### src/rtl/bres_pkg.sv
// Shared types and constants for the byte record exchange sorter.
`timescale 1ns / 1ps
`default_nettype none

package bres_pkg;

	// Fixed field widths.
	localparam int unsigned SYM_W     = 8;
	localparam int unsigned CFG_W     = 16;
	localparam int unsigned CFG_IDX_W = 2;

	// Character that closes a set.
	localparam logic [SYM_W-1:0] NEWLINE_CODE = 8'd10;

	// Configuration register indexes and reset values.
	localparam logic [CFG_IDX_W-1:0] CFG_FONT = 2'd0;
	localparam logic [CFG_IDX_W-1:0] CFG_SIZE = 2'd1;
	localparam logic [CFG_W-1:0]     FONT_RESET = 16'd2;
	localparam logic [CFG_W-1:0]     SIZE_RESET = 16'd10;

	// Controller states.
	typedef enum logic [2:0] {
		ST_IDLE,
		ST_SORT_INIT,
		ST_LO_CAP,
		ST_CMP,
		ST_LO_WR,
		ST_EMIT_RD,
		ST_EMIT
	} state_t;

	// Commands from the controller to the datapath.
	typedef struct packed {
		logic store_sym;
		logic clr_cnt;
		logic sort_init;
		logic lo_cap;
		logic cmp_step;
		logic lo_wr;
		logic emit_init;
		logic emit_step;
	} cmd_t;

	// Status from the datapath to the controller.
	typedef struct packed {
		logic is_nl;
		logic cnt_zero;
		logic cnt_last;
		logic n_one;
		logic hi_last;
		logic lo_last;
		logic k_last;
	} status_t;

endpackage

`default_nettype wire

### src/rtl/bres_ctrl.sv
// Controller state machine for the byte record exchange sorter.
`timescale 1ns / 1ps
`default_nettype none

module bres_ctrl (
	input  wire logic             clk,
	input  wire logic             arst_n,
	input  wire logic             start,
	input  wire bres_pkg::status_t status,
	output bres_pkg::cmd_t        cmd,
	output logic                  busy
);

	bres_pkg::state_t state_q;
	bres_pkg::state_t state_d;

	// State register.
	always_ff @(posedge clk or negedge arst_n) begin
		if (!arst_n) begin
			state_q <= bres_pkg::ST_IDLE;
		end else begin
			state_q <= state_d;
		end
	end

	// Next state and commands.
	always_comb begin
		state_d = state_q;
		cmd     = '0;
		busy    = 1'b1;
		unique case (state_q)
			bres_pkg::ST_IDLE: begin
				busy = 1'b0;
				if (start) begin
					if (status.is_nl) begin
						if (!status.cnt_zero) begin
							state_d = bres_pkg::ST_SORT_INIT;
						end
					end else begin
						cmd.store_sym = 1'b1;
						if (status.cnt_last) begin
							state_d = bres_pkg::ST_SORT_INIT;
						end
					end
				end
			end
			bres_pkg::ST_SORT_INIT: begin
				cmd.sort_init = 1'b1;
				if (status.n_one) begin
					state_d = bres_pkg::ST_EMIT_RD;
				end else begin
					state_d = bres_pkg::ST_LO_CAP;
				end
			end
			bres_pkg::ST_LO_CAP: begin
				cmd.lo_cap = 1'b1;
				state_d    = bres_pkg::ST_CMP;
			end
			bres_pkg::ST_CMP: begin
				cmd.cmp_step = 1'b1;
				if (status.hi_last) begin
					state_d = bres_pkg::ST_LO_WR;
				end
			end
			bres_pkg::ST_LO_WR: begin
				cmd.lo_wr = 1'b1;
				if (status.lo_last) begin
					state_d = bres_pkg::ST_EMIT_RD;
				end else begin
					state_d = bres_pkg::ST_LO_CAP;
				end
			end
			bres_pkg::ST_EMIT_RD: begin
				cmd.emit_init = 1'b1;
				state_d       = bres_pkg::ST_EMIT;
			end
			bres_pkg::ST_EMIT: begin
				cmd.emit_step = 1'b1;
				if (status.k_last) begin
					cmd.clr_cnt = 1'b1;
					state_d     = bres_pkg::ST_IDLE;
				end
			end
			default: begin
				state_d = bres_pkg::ST_IDLE;
			end
		endcase
	end

endmodule

`default_nettype wire

### src/rtl/bres_dp.sv
// Datapath for the byte record exchange sorter: entry store, counters, compare and configuration registers.
`timescale 1ns / 1ps
`default_nettype none

module bres_dp #(
	parameter int unsigned DEPTH = 16
) (
	input  wire logic                              clk,
	input  wire logic                              arst_n,
	input  wire bres_pkg::cmd_t                    cmd,
	output bres_pkg::status_t                      status,
	input  wire logic [bres_pkg::SYM_W-1:0]        symbol,
	input  wire logic                              cfg_we,
	input  wire logic [bres_pkg::CFG_IDX_W-1:0]    cfg_index,
	input  wire logic [bres_pkg::CFG_W-1:0]        cfg_data,
	output logic [bres_pkg::SYM_W-1:0]             sorted_symbol,
	output logic [bres_pkg::CFG_W-1:0]             font,
	output logic [bres_pkg::CFG_W-1:0]             size
);

	localparam int unsigned AW = $clog2(DEPTH);
	localparam int unsigned CW = $clog2(DEPTH + 1);

	logic [bres_pkg::SYM_W-1:0] mem [DEPTH];
	logic [bres_pkg::SYM_W-1:0] rd_q;
	logic [bres_pkg::SYM_W-1:0] cur_q;
	logic [CW-1:0]              cnt_q;
	logic [CW-1:0]              lo_q;
	logic [CW-1:0]              hi_q;
	logic [CW-1:0]              k_q;
	logic [bres_pkg::CFG_W-1:0] font_q;
	logic [bres_pkg::CFG_W-1:0] size_q;
	logic [CW-1:0]              addr;
	logic [CW-1:0]              wr_addr;
	logic                       wr_en;
	logic [bres_pkg::SYM_W-1:0] wr_data;
	logic                       swap;

	// Status for the controller.
	always_comb begin
		status.is_nl    = (symbol == bres_pkg::NEWLINE_CODE);
		status.cnt_zero = (cnt_q == '0);
		status.cnt_last = (cnt_q == CW'(DEPTH - 1));
		status.n_one    = (cnt_q == CW'(1));
		status.hi_last  = ((hi_q + CW'(1)) == cnt_q);
		status.lo_last  = ((lo_q + CW'(2)) == cnt_q);
		status.k_last   = ((k_q + CW'(1)) == cnt_q);
	end

	// The held entry moves down when the probed entry is smaller.
	assign swap = (cur_q > rd_q);

	// Read address for the next cycle.
	always_comb begin
		addr = '0;
		if (cmd.lo_wr) begin
			addr = lo_q + CW'(1);
		end else if (cmd.lo_cap) begin
			addr = hi_q;
		end else if (cmd.cmp_step) begin
			addr = status.hi_last ? hi_q : hi_q + CW'(1);
		end else if (cmd.emit_step) begin
			addr = status.k_last ? k_q : k_q + CW'(1);
		end
	end

	// Write port: loading, exchange during a compare, and closing a pass.
	always_comb begin
		wr_en   = 1'b0;
		wr_addr = '0;
		wr_data = symbol;
		if (cmd.store_sym) begin
			wr_en   = 1'b1;
			wr_addr = cnt_q;
		end else if (cmd.cmp_step && swap) begin
			wr_en   = 1'b1;
			wr_addr = hi_q;
			wr_data = cur_q;
		end else if (cmd.lo_wr) begin
			wr_en   = 1'b1;
			wr_addr = lo_q;
			wr_data = cur_q;
		end
	end

	// Entry store with registered read.
	always_ff @(posedge clk) begin
		if (wr_en) begin
			mem[wr_addr[AW-1:0]] <= wr_data;
		end
		rd_q <= mem[addr[AW-1:0]];
	end

	// Held entry of the current pass.
	always_ff @(posedge clk) begin
		if (cmd.lo_cap || (cmd.cmp_step && swap)) begin
			cur_q <= rd_q;
		end
	end

	// Fill count and loop counters.
	always_ff @(posedge clk or negedge arst_n) begin
		if (!arst_n) begin
			cnt_q <= '0;
			lo_q  <= '0;
			hi_q  <= '0;
			k_q   <= '0;
		end else begin
			if (cmd.clr_cnt) begin
				cnt_q <= '0;
			end else if (cmd.store_sym) begin
				cnt_q <= cnt_q + CW'(1);
			end
			if (cmd.sort_init) begin
				lo_q <= '0;
				hi_q <= CW'(1);
			end else if (cmd.lo_wr) begin
				lo_q <= lo_q + CW'(1);
				hi_q <= lo_q + CW'(2);
			end else if (cmd.cmp_step) begin
				hi_q <= hi_q + CW'(1);
			end
			if (cmd.emit_init) begin
				k_q <= '0;
			end else if (cmd.emit_step) begin
				k_q <= k_q + CW'(1);
			end
		end
	end

	// Configuration registers.
	always_ff @(posedge clk or negedge arst_n) begin
		if (!arst_n) begin
			font_q <= bres_pkg::FONT_RESET;
			size_q <= bres_pkg::SIZE_RESET;
		end else if (cfg_we) begin
			if (cfg_index == bres_pkg::CFG_FONT) begin
				font_q <= cfg_data;
			end else if (cfg_index == bres_pkg::CFG_SIZE) begin
				size_q <= cfg_data;
			end
		end
	end

	assign sorted_symbol = rd_q;
	assign font          = font_q;
	assign size          = size_q;

endmodule

`default_nettype wire

### src/rtl/byte_record_exchange_sorter_top.sv
// Top level of the byte record exchange sorter.
//
//   channel   handshake                  payload
//   input     start, busy                symbol
//   result    result_strobe              sorted_symbol, font, size, last
//   config    cfg_we                     cfg_index, cfg_data
//
// Each byte other than the newline is stored while start is high and the block is
// idle. The single read and write port of the entry store allows one compare per
// cycle during the sort. Records leave one per cycle at the end.
// Reset clears the fill count and the controller; the store needs no clearing.
// The receiver cannot stall: every record is taken in the cycle it is shown.
`timescale 1ns / 1ps
`default_nettype none

module byte_record_exchange_sorter_top #(
	parameter int unsigned DEPTH = 16
) (
	input  wire logic                           clk,
	input  wire logic                           arst_n,
	input  wire logic                           start,
	output logic                                busy,
	input  wire logic [bres_pkg::SYM_W-1:0]     symbol,
	output logic                                result_strobe,
	output logic [bres_pkg::SYM_W-1:0]          sorted_symbol,
	output logic [bres_pkg::CFG_W-1:0]          font,
	output logic [bres_pkg::CFG_W-1:0]          size,
	output logic                                last,
	input  wire logic                           cfg_we,
	input  wire logic [bres_pkg::CFG_IDX_W-1:0] cfg_index,
	input  wire logic [bres_pkg::CFG_W-1:0]     cfg_data
);

	bres_pkg::cmd_t    cmd;
	bres_pkg::status_t status;

	// Sequencing of loading, sorting and emitting.
	bres_ctrl u_ctrl (
		.clk    (clk),
		.arst_n (arst_n),
		.start  (start),
		.status (status),
		.cmd    (cmd),
		.busy   (busy)
	);

	// Store, counters, compare and configuration registers.
	bres_dp #(
		.DEPTH (DEPTH)
	) u_dp (
		.clk           (clk),
		.arst_n        (arst_n),
		.cmd           (cmd),
		.status        (status),
		.symbol        (symbol),
		.cfg_we        (cfg_we),
		.cfg_index     (cfg_index),
		.cfg_data      (cfg_data),
		.sorted_symbol (sorted_symbol),
		.font          (font),
		.size          (size)
	);

	// A record is shown in each emit cycle; the final one carries last.
	assign result_strobe = cmd.emit_step;
	assign last          = cmd.emit_step & status.k_last;

endmodule

`default_nettype wire

### config.mk
export PLATFORM = sky130hd
export DESIGN_NAME = byte_record_exchange_sorter_top
export DESIGN_NICKNAME = d
export VERILOG_FILES = /design/src/rtl/bres_pkg.sv /design/src/rtl/bres_ctrl.sv /design/src/rtl/bres_dp.sv /design/src/rtl/byte_record_exchange_sorter_top.sv
export SDC_FILE = /design/constraint.sdc
export NUM_CORES = 1
export LEC_CHECK = 0
export BUFFER_PORTS_ARGS = -buffer_cell sky130_fd_sc_hd__buf_2
export CORE_MARGIN = 2
export CORE_UTILIZATION = 33
export CTS_CLUSTER_DIAMETER = 30
export DETAILED_ROUTE_END_ITERATION = 8
export GPL_TIMING_DRIVEN = 0
export PLACE_DENSITY_LB_ADDON = 0.12
export SLEW_MARGIN = 20
export SYNTH_ARGS = -nofsm -noshare
export SYNTH_HDL_FRONTEND = slang
export SYNTH_SLANG_ARGS = --single-unit
### constraint.sdc
create_clock -name clk -period 3.17 [get_ports clk]
set_input_delay 0.1585 -clock clk [delete_from_list [all_inputs] [get_ports clk]]
set_output_delay 0.1585 -clock clk [all_outputs]
set_load 0.05 [all_outputs]
Word level (Yosys, flattened, before mapping)
Memories as Yosys holds them, arrays and structs flattened. A register that Yosys moved wholly into a read port is not among the register bits.
Index checks and enable logic that the tools add are counted.
{ "word_totals": {"ramBits": 128, "output_inout_bits": 43, "memories": 1, "ff_bits": 63, "word_cells": 94} }
{ "classes": {"muxes": 47, "n_bitwise": 2, "eq_ne": 18, "n_reduce_logical": 12, "add_sub_neg": 5, "n_lt_le_gt_ge": 1} }
{ "memory_table": {"columns": ["name", "depth", "word_bits", "read_ports", "rd_ports_with_merged_regs", "wr", "line_no", "rtl"], "rows": [
  ["u_dp.mem", 16, 8, 1, 1, 1, "bres_dp.sv:24", "logic [bres_pkg::SYM_W-1:0] mem [DEPTH];"]
]} }
{ "op_table": {"columns": ["operator", "count"], "rows": [
  ["$mux 5", 9],
  ["$mux 4", 9],
  ["$mux 3", 8],
  ["$mux 8", 3],
  ["$pmux 3 s7", 1],
  ["$add 5x1->5 const B", 4],
  ["$mux 1", 17],
  ["$eq 5x5->1", 3],
  ["$eq 3x3->1 const B", 3],
  ["$eq 8x4->1 const B", 1],
  ["$gt 8x8->1", 1],
  ["$eq 3x2->1 const B", 2],
  ["$ne 3x3->1 const B", 2],
  ["$reduce_bool 2->1", 3],
  ["$add 5x2->5 const B", 1],
  ["$eq 5x1->1 const B", 1],
  ["$eq 5x4->1 const B", 1],
  ["$logic_not 5->1", 1],
  ["$reduce_and 5->1", 1],
  ["$ne 2x2->1 const B", 2],
  ["$eq 3x1->1 const B", 1],
  ["$logic_not 3->1", 1],
  ["$reduce_and 3->1", 1],
  ["$reduce_bool 3->1", 1],
  ["other kinds (8)", 8]
]} }

Depth between registers and ports, before layout
{ "depth": {"ltp_word": 7, "depth_mapped": 12} }

Cells and area by module
A second synthesis with hierarchy kept.
{ "unflattened": {"cells_unflattened": 679, "area_unflattened_um2": 9331.4} }
{ "by_module_without_submodules": {"columns": ["module", "instances", "seq_area_each_um2", "cells_per_inst", "area_per_inst_um2"], "rows": [
  ["bres_dp", 1, 5549.1, 640, 9024.9],
  ["bres_ctrl", 1, 75.1, 38, 300.3],
  ["byte_record_exchange_sorter_top", 1, 0.0, 1, 6.3]
]} }

Least setup slack after synthesis
OpenSTA, ideal clock, no wires.
{ "synth_path": {"path_kind": "register to register", "from": "reg u_dp.rd_q, in the netlist u_dp.sorted_symbol[1] (read register of u_dp.mem)", "to": "mem u_dp.mem[10][0] (netlist name) (enable)", "path_stages_with_launch": 12, "setup_ps": 370, "arrival_time_ps": 2721, "period_less_slack_ps": 3091, "path_slack_ps": 79, "cell_sequence": "dfxtp_1 > inv_1 > ha_1 > nor2b_1 > o21a_1 > o21a_1 > o21bai_1 > a21oi_1 > a221o_1 > nor2_1 > nand2_1 > nor2_1"} }
{ "synth_between": {"elab_chain_cells": 6} }
{ "synth_rtl": {"columns": ["item", "line_no", "rtl"], "rows": [
  ["start, declared", "bres_dp.sv:25", "logic [bres_pkg::SYM_W-1:0] rd_q;"],
  ["$gt 8x8->1 (*)", "bres_dp.sv:51", "assign swap = (cur_q > rd_q);"],
  ["$logic_and 1x1->1 (*)", "bres_dp.sv:75", "end else if (cmd.cmp_step && swap) begin"],
  ["$mux 1", "bres_dp.sv:75", null],
  ["$mux 1", "bres_dp.sv:72", "if (cmd.store_sym) begin"],
  ["$mux 1", "bres_dp.sv:88", "if (wr_en) begin"],
  ["$mux 1 (not written as such)", "bres_dp.sv:89", "mem[wr_addr[AW-1:0]] <= wr_data;"],
  ["end, declared", "bres_dp.sv:24", null]
]} }
Mark *: on every way between the ends. The rest lies on a longest branch, timed or not.

Worst setup path in the final report
{ "layout_path": {"from": "reg u_dp.hi_q[1]", "to": "reg u_dp.rd_q, in the netlist u_dp.sorted_symbol[5] (read register of u_dp.mem)"} }
{ "layout_between": {"elab_chain_cells": 6} }
{ "layout_rtl": {"columns": ["item", "line_no", "rtl"], "rows": [
  ["start, declared", "bres_dp.sv:29", "logic [CW-1:0] hi_q;"],
  ["start signal, assigned", "bres_dp.sv:119", "hi_q <= lo_q + CW'(2);"],
  ["start signal, assigned", "bres_dp.sv:121", "hi_q <= hi_q + CW'(1);"],
  ["$add 5x1->5", "bres_dp.sv:45", "status.hi_last = ((hi_q + CW'(1)) == cnt_q);"],
  ["$eq 5x5->1", "bres_dp.sv:45", null],
  ["$mux 4", "bres_dp.sv:61", "addr = status.hi_last ? hi_q : hi_q + CW'(1);"],
  ["$mux 4", "bres_dp.sv:60", "end else if (cmd.cmp_step) begin"],
  ["$mux 4 (*)", "bres_dp.sv:58", "end else if (cmd.lo_cap) begin"],
  ["$mux 4 (*)", "bres_dp.sv:56", "if (cmd.lo_wr) begin"]
]} }
Marked as above.
A chain may end at the register's enable or synchronous reset.

==> out/qor.csv <==
metric;value;unit
status;finished with violations;
failing checks;negative setup slack;
Core Area;26880;um^2
slowest CP cell;or4_1;
Root Driver;clkbuf_16;
CP Class;reg -> reg;
Synth Register Bits;199;
DRC Markers;0;
WL/cell;21.14;um
dpl cells;1095;
Buffers on Ports;72;
Placement Rows;60;
Final Max Slew Viols;0;
P_leak;4.271;nW
skew final;11.13;ps
EDFF count, synth;136;
mapped cell area;8997;um^2
CP delay by family, top;simple AND/OR/NAND/NOR gates;
Layout area overhead;31.05;%
die area;28600;um^2
largest vdd supply drop;500.8;uV
worst skew pair latency;440;ps
Seq/Total Area, Yosys;62.51;%
fin nets;874;
fill cell count;2455;
Final Hold Viols;0;
final setup fails;8;
final core area utilization;43.87;%
PwrDens;1158;nW/um^2
grt ovf;0;
syn_area_per_cell;13.21;um^2
Top FF cell, synth;edfxtp_1;
CTS tree;yes;
H-tree levels;4;
CP bufs+invs;3;
Worst path most repeated cell;buf_12;
layout cells sized above 1;37.34;%
CP endpoint kind;flop;
final std cells w/o fill;1182;
clock sinks;199;
worst-path cell chain;ha_4, nor2b_4, or3_4, and3_4, o211ai_2, xor2_1, o221ai_2, buf_12, buf_6, buf_12, mux2i_2, o22ai_1, or4_1;
antenna-violating nets left;0;
clock slew at reported path FFs;80;ps
Via density;5.295;
Synth Instances;681;
Starting DRT DRC Count;468;
final wirelength;24990;um
Design Power;13.65;mW
Worst EP arrival;3570;ps
# Max-Cap Violations;0;
vias after detailed routing;6259;
Initial Util;33.48;%
number of global-route vias before repair;6277;
overall routing resource usage;17.58;%
drt pass-1 iters;7;
CP Max Fanout;7;
Die X;169.1;um
initial antenna violation count;0;
first-pass GRT wire length;37770;um
Tmin final;3256;ps
asr flop ratio synth;27.64;%
critical path startpoint category;flop;
worst setup margin;-85.93;ps
die height;169.1;um
Worst Tran Pin Value;798.9;ps
pre-CTS setup slack;-567.1;ps
Synth cell types;57;
Hold Path Class;in -> reg;
I/O pin total;73;
clock tree buffer depth;2;
fmax;307.1;MHz
Post-Syn Nets;727;
Worst slew margin;46.63;%
fin crit share;102.7;%
setup TNS;-513.0;ps
Max stage delay on crit path;540;ps
Num CTS Buffers;17;
unrepaired setup endpoints after global routing;yes;
Inserted Diodes;0;
Final HPWL DP;16640;um
Final GP Congestion;0.8582;
largest net degree at the start of global routing;56;
number of synthesis warnings;0;
required time of the critical path;3480;ps
==> synthesized netlist by cell type, types with 4 or more instances <==
cell,count,area share (%)
mux2_2,40,5.0
inv_1,17,0.71
a22oi_1,4,0.33
nand2b_1,4,0.28
xor2_1,15,1.5
clkbuf_1,18,0.75
o22ai_1,33,2.3
nor3_1,11,0.61
dfxtp_1,8,1.8
nor2_1,38,1.6
nand4_1,6,0.42
xnor2_1,11,1.1
dfrtp_1,52,14
ha_1,16,2.2
nand2_1,42,1.8
o21bai_1,4,0.33
a21oi_1,26,1.4
buf_2,9,0.50
and3_1,5,0.35
buf_6,6,0.75
nand3_1,19,1.1
o21ai_0,29,1.6
a21o_1,4,0.33
o211ai_1,4,0.33
mux2i_1,66,7.3
or4_1,8,0.67
nor2b_1,5,0.35
edfxtp_1,136,45
==> kinds of logic after synthesis <==
family                     Yosys count  share of synthesized area [%]
DFF                                199                          62.51
adders and majority gates           16                          2.225
xor gates and xnor gates            26                          2.531
AOI/OAI and AO/OA                  129                          9.373
and+or+nand+nor                    151                          8.135
buffers and inverters               54                          2.879
muxes                              106                          12.35
==> metrics by stage <==
stage | hold slack, ps | area [um^2]
6_report | 117.1 | 11790
5_1_grt | 148.2 | 11790
4_1_cts | 109.2 | 11250
3_5_place_dp | 275.7 | 9802
3_3_place_gp | 403.3 | 9784
2_1_floorplan | -137.1 | 8997
==> tightest hold or removal path, cell delays in order <==
cell and delay, ps:
buf_2 120, a21oi_1 150, nor3_1 80
==> layer usage <==
layer	GRT usage, %	share of wire, %	wire, um
met1	24.53	46	11600
met2	28.77	49	12130
met4	4.794	1.4	356
met3	2.502	3.6	903
met5	0	0	0
==> registers in the layout, indices dropped and copies added, names as in the netlist <==
name / cells
u_dp.font: 16
u_dp.hi_q: 5
u_dp.cnt_q: 5
u_dp.lo_q: 5
u_dp.cur_q: 8
u_ctrl.state_q: 3
u_dp.size: 16
u_dp.sorted_symbol: 8
u_dp.mem: 128
u_dp.k_q: 5
==> final timing paths <==
check / slack [ps] / start / end / cells after the start
setup / recovery: -90 / u_dp.hi_q[1]$_DFFE_PN0P_ / u_dp.sorted_symbol[5]$_DFF_P_ / 13
hold / removal: 120 / start / u_ctrl.state_q[0]$_DFFE_PN0P_ / 3
setup reg to reg: -90 / u_dp.hi_q[1]$_DFFE_PN0P_ / u_dp.sorted_symbol[5]$_DFF_P_ / 13
hold reg to reg: 460 / u_dp.sorted_symbol[4]$_DFF_P_ / u_dp.cur_q[4]$_DFFE_PP_ / 0
max in group asynchronous: 2330 / arst_n / u_dp.hi_q[1]$_DFFE_PN0P_ / 2
min in group asynchronous: 310 / arst_n / u_dp.font[15]$_DFFE_PN0P_ / 2
==> cells in the final DEF, fill, tap and decap left out, drive strengths merged, types with 7 or more instances in the layout <==
master,instances
nor3,11
nand3,19
clkinv,7
mux2i,66
o22ai,33
inv,24
o21ai,29
a21oi,26
dlygate4sd3,17
buf,128
dfrtp,52
dfxtp,8
edfxtp,136
ha,16
mux2,40
nor2,39
or4,8
xor2,15
clkbuf,35
nand2,42
xnor2,11
==> power by group <==
part           internal (mW)  switching [mW]  total [mW]
sequential              3.61           0.347        3.95
clock                   1.14            1.11        2.24
combinational           3.11            4.35        7.45
==> repair_timing <==
item | 4_1_cts | 5_1_grt
gates cloned | 2 | 3
endpoints found under the setup margin | 136 | 132
hold buffers | 17 | 0
buffers inserted | 18 | 21
resized for setup | 105 | 62
hold endpoints to repair | 84 | 0
pin swaps | 11 | 28
==> layout make-up <==
type	instances	area [um^2]	area share (%)
Inverter	19	71.32	0.6048
Timing Repair Buffer	131	1011	8.574
Clock inverter	15	180.2	1.528
Clock buffer	17	425.4	3.608
Sequential cell	199	5628	47.73
Tap cell	341	426.7	3.618
Multi-Input combinational cell	428	3800	32.23
Buffer	32	249.0	2.112
No activity file was read; power rests on OpenSTA's default activity.
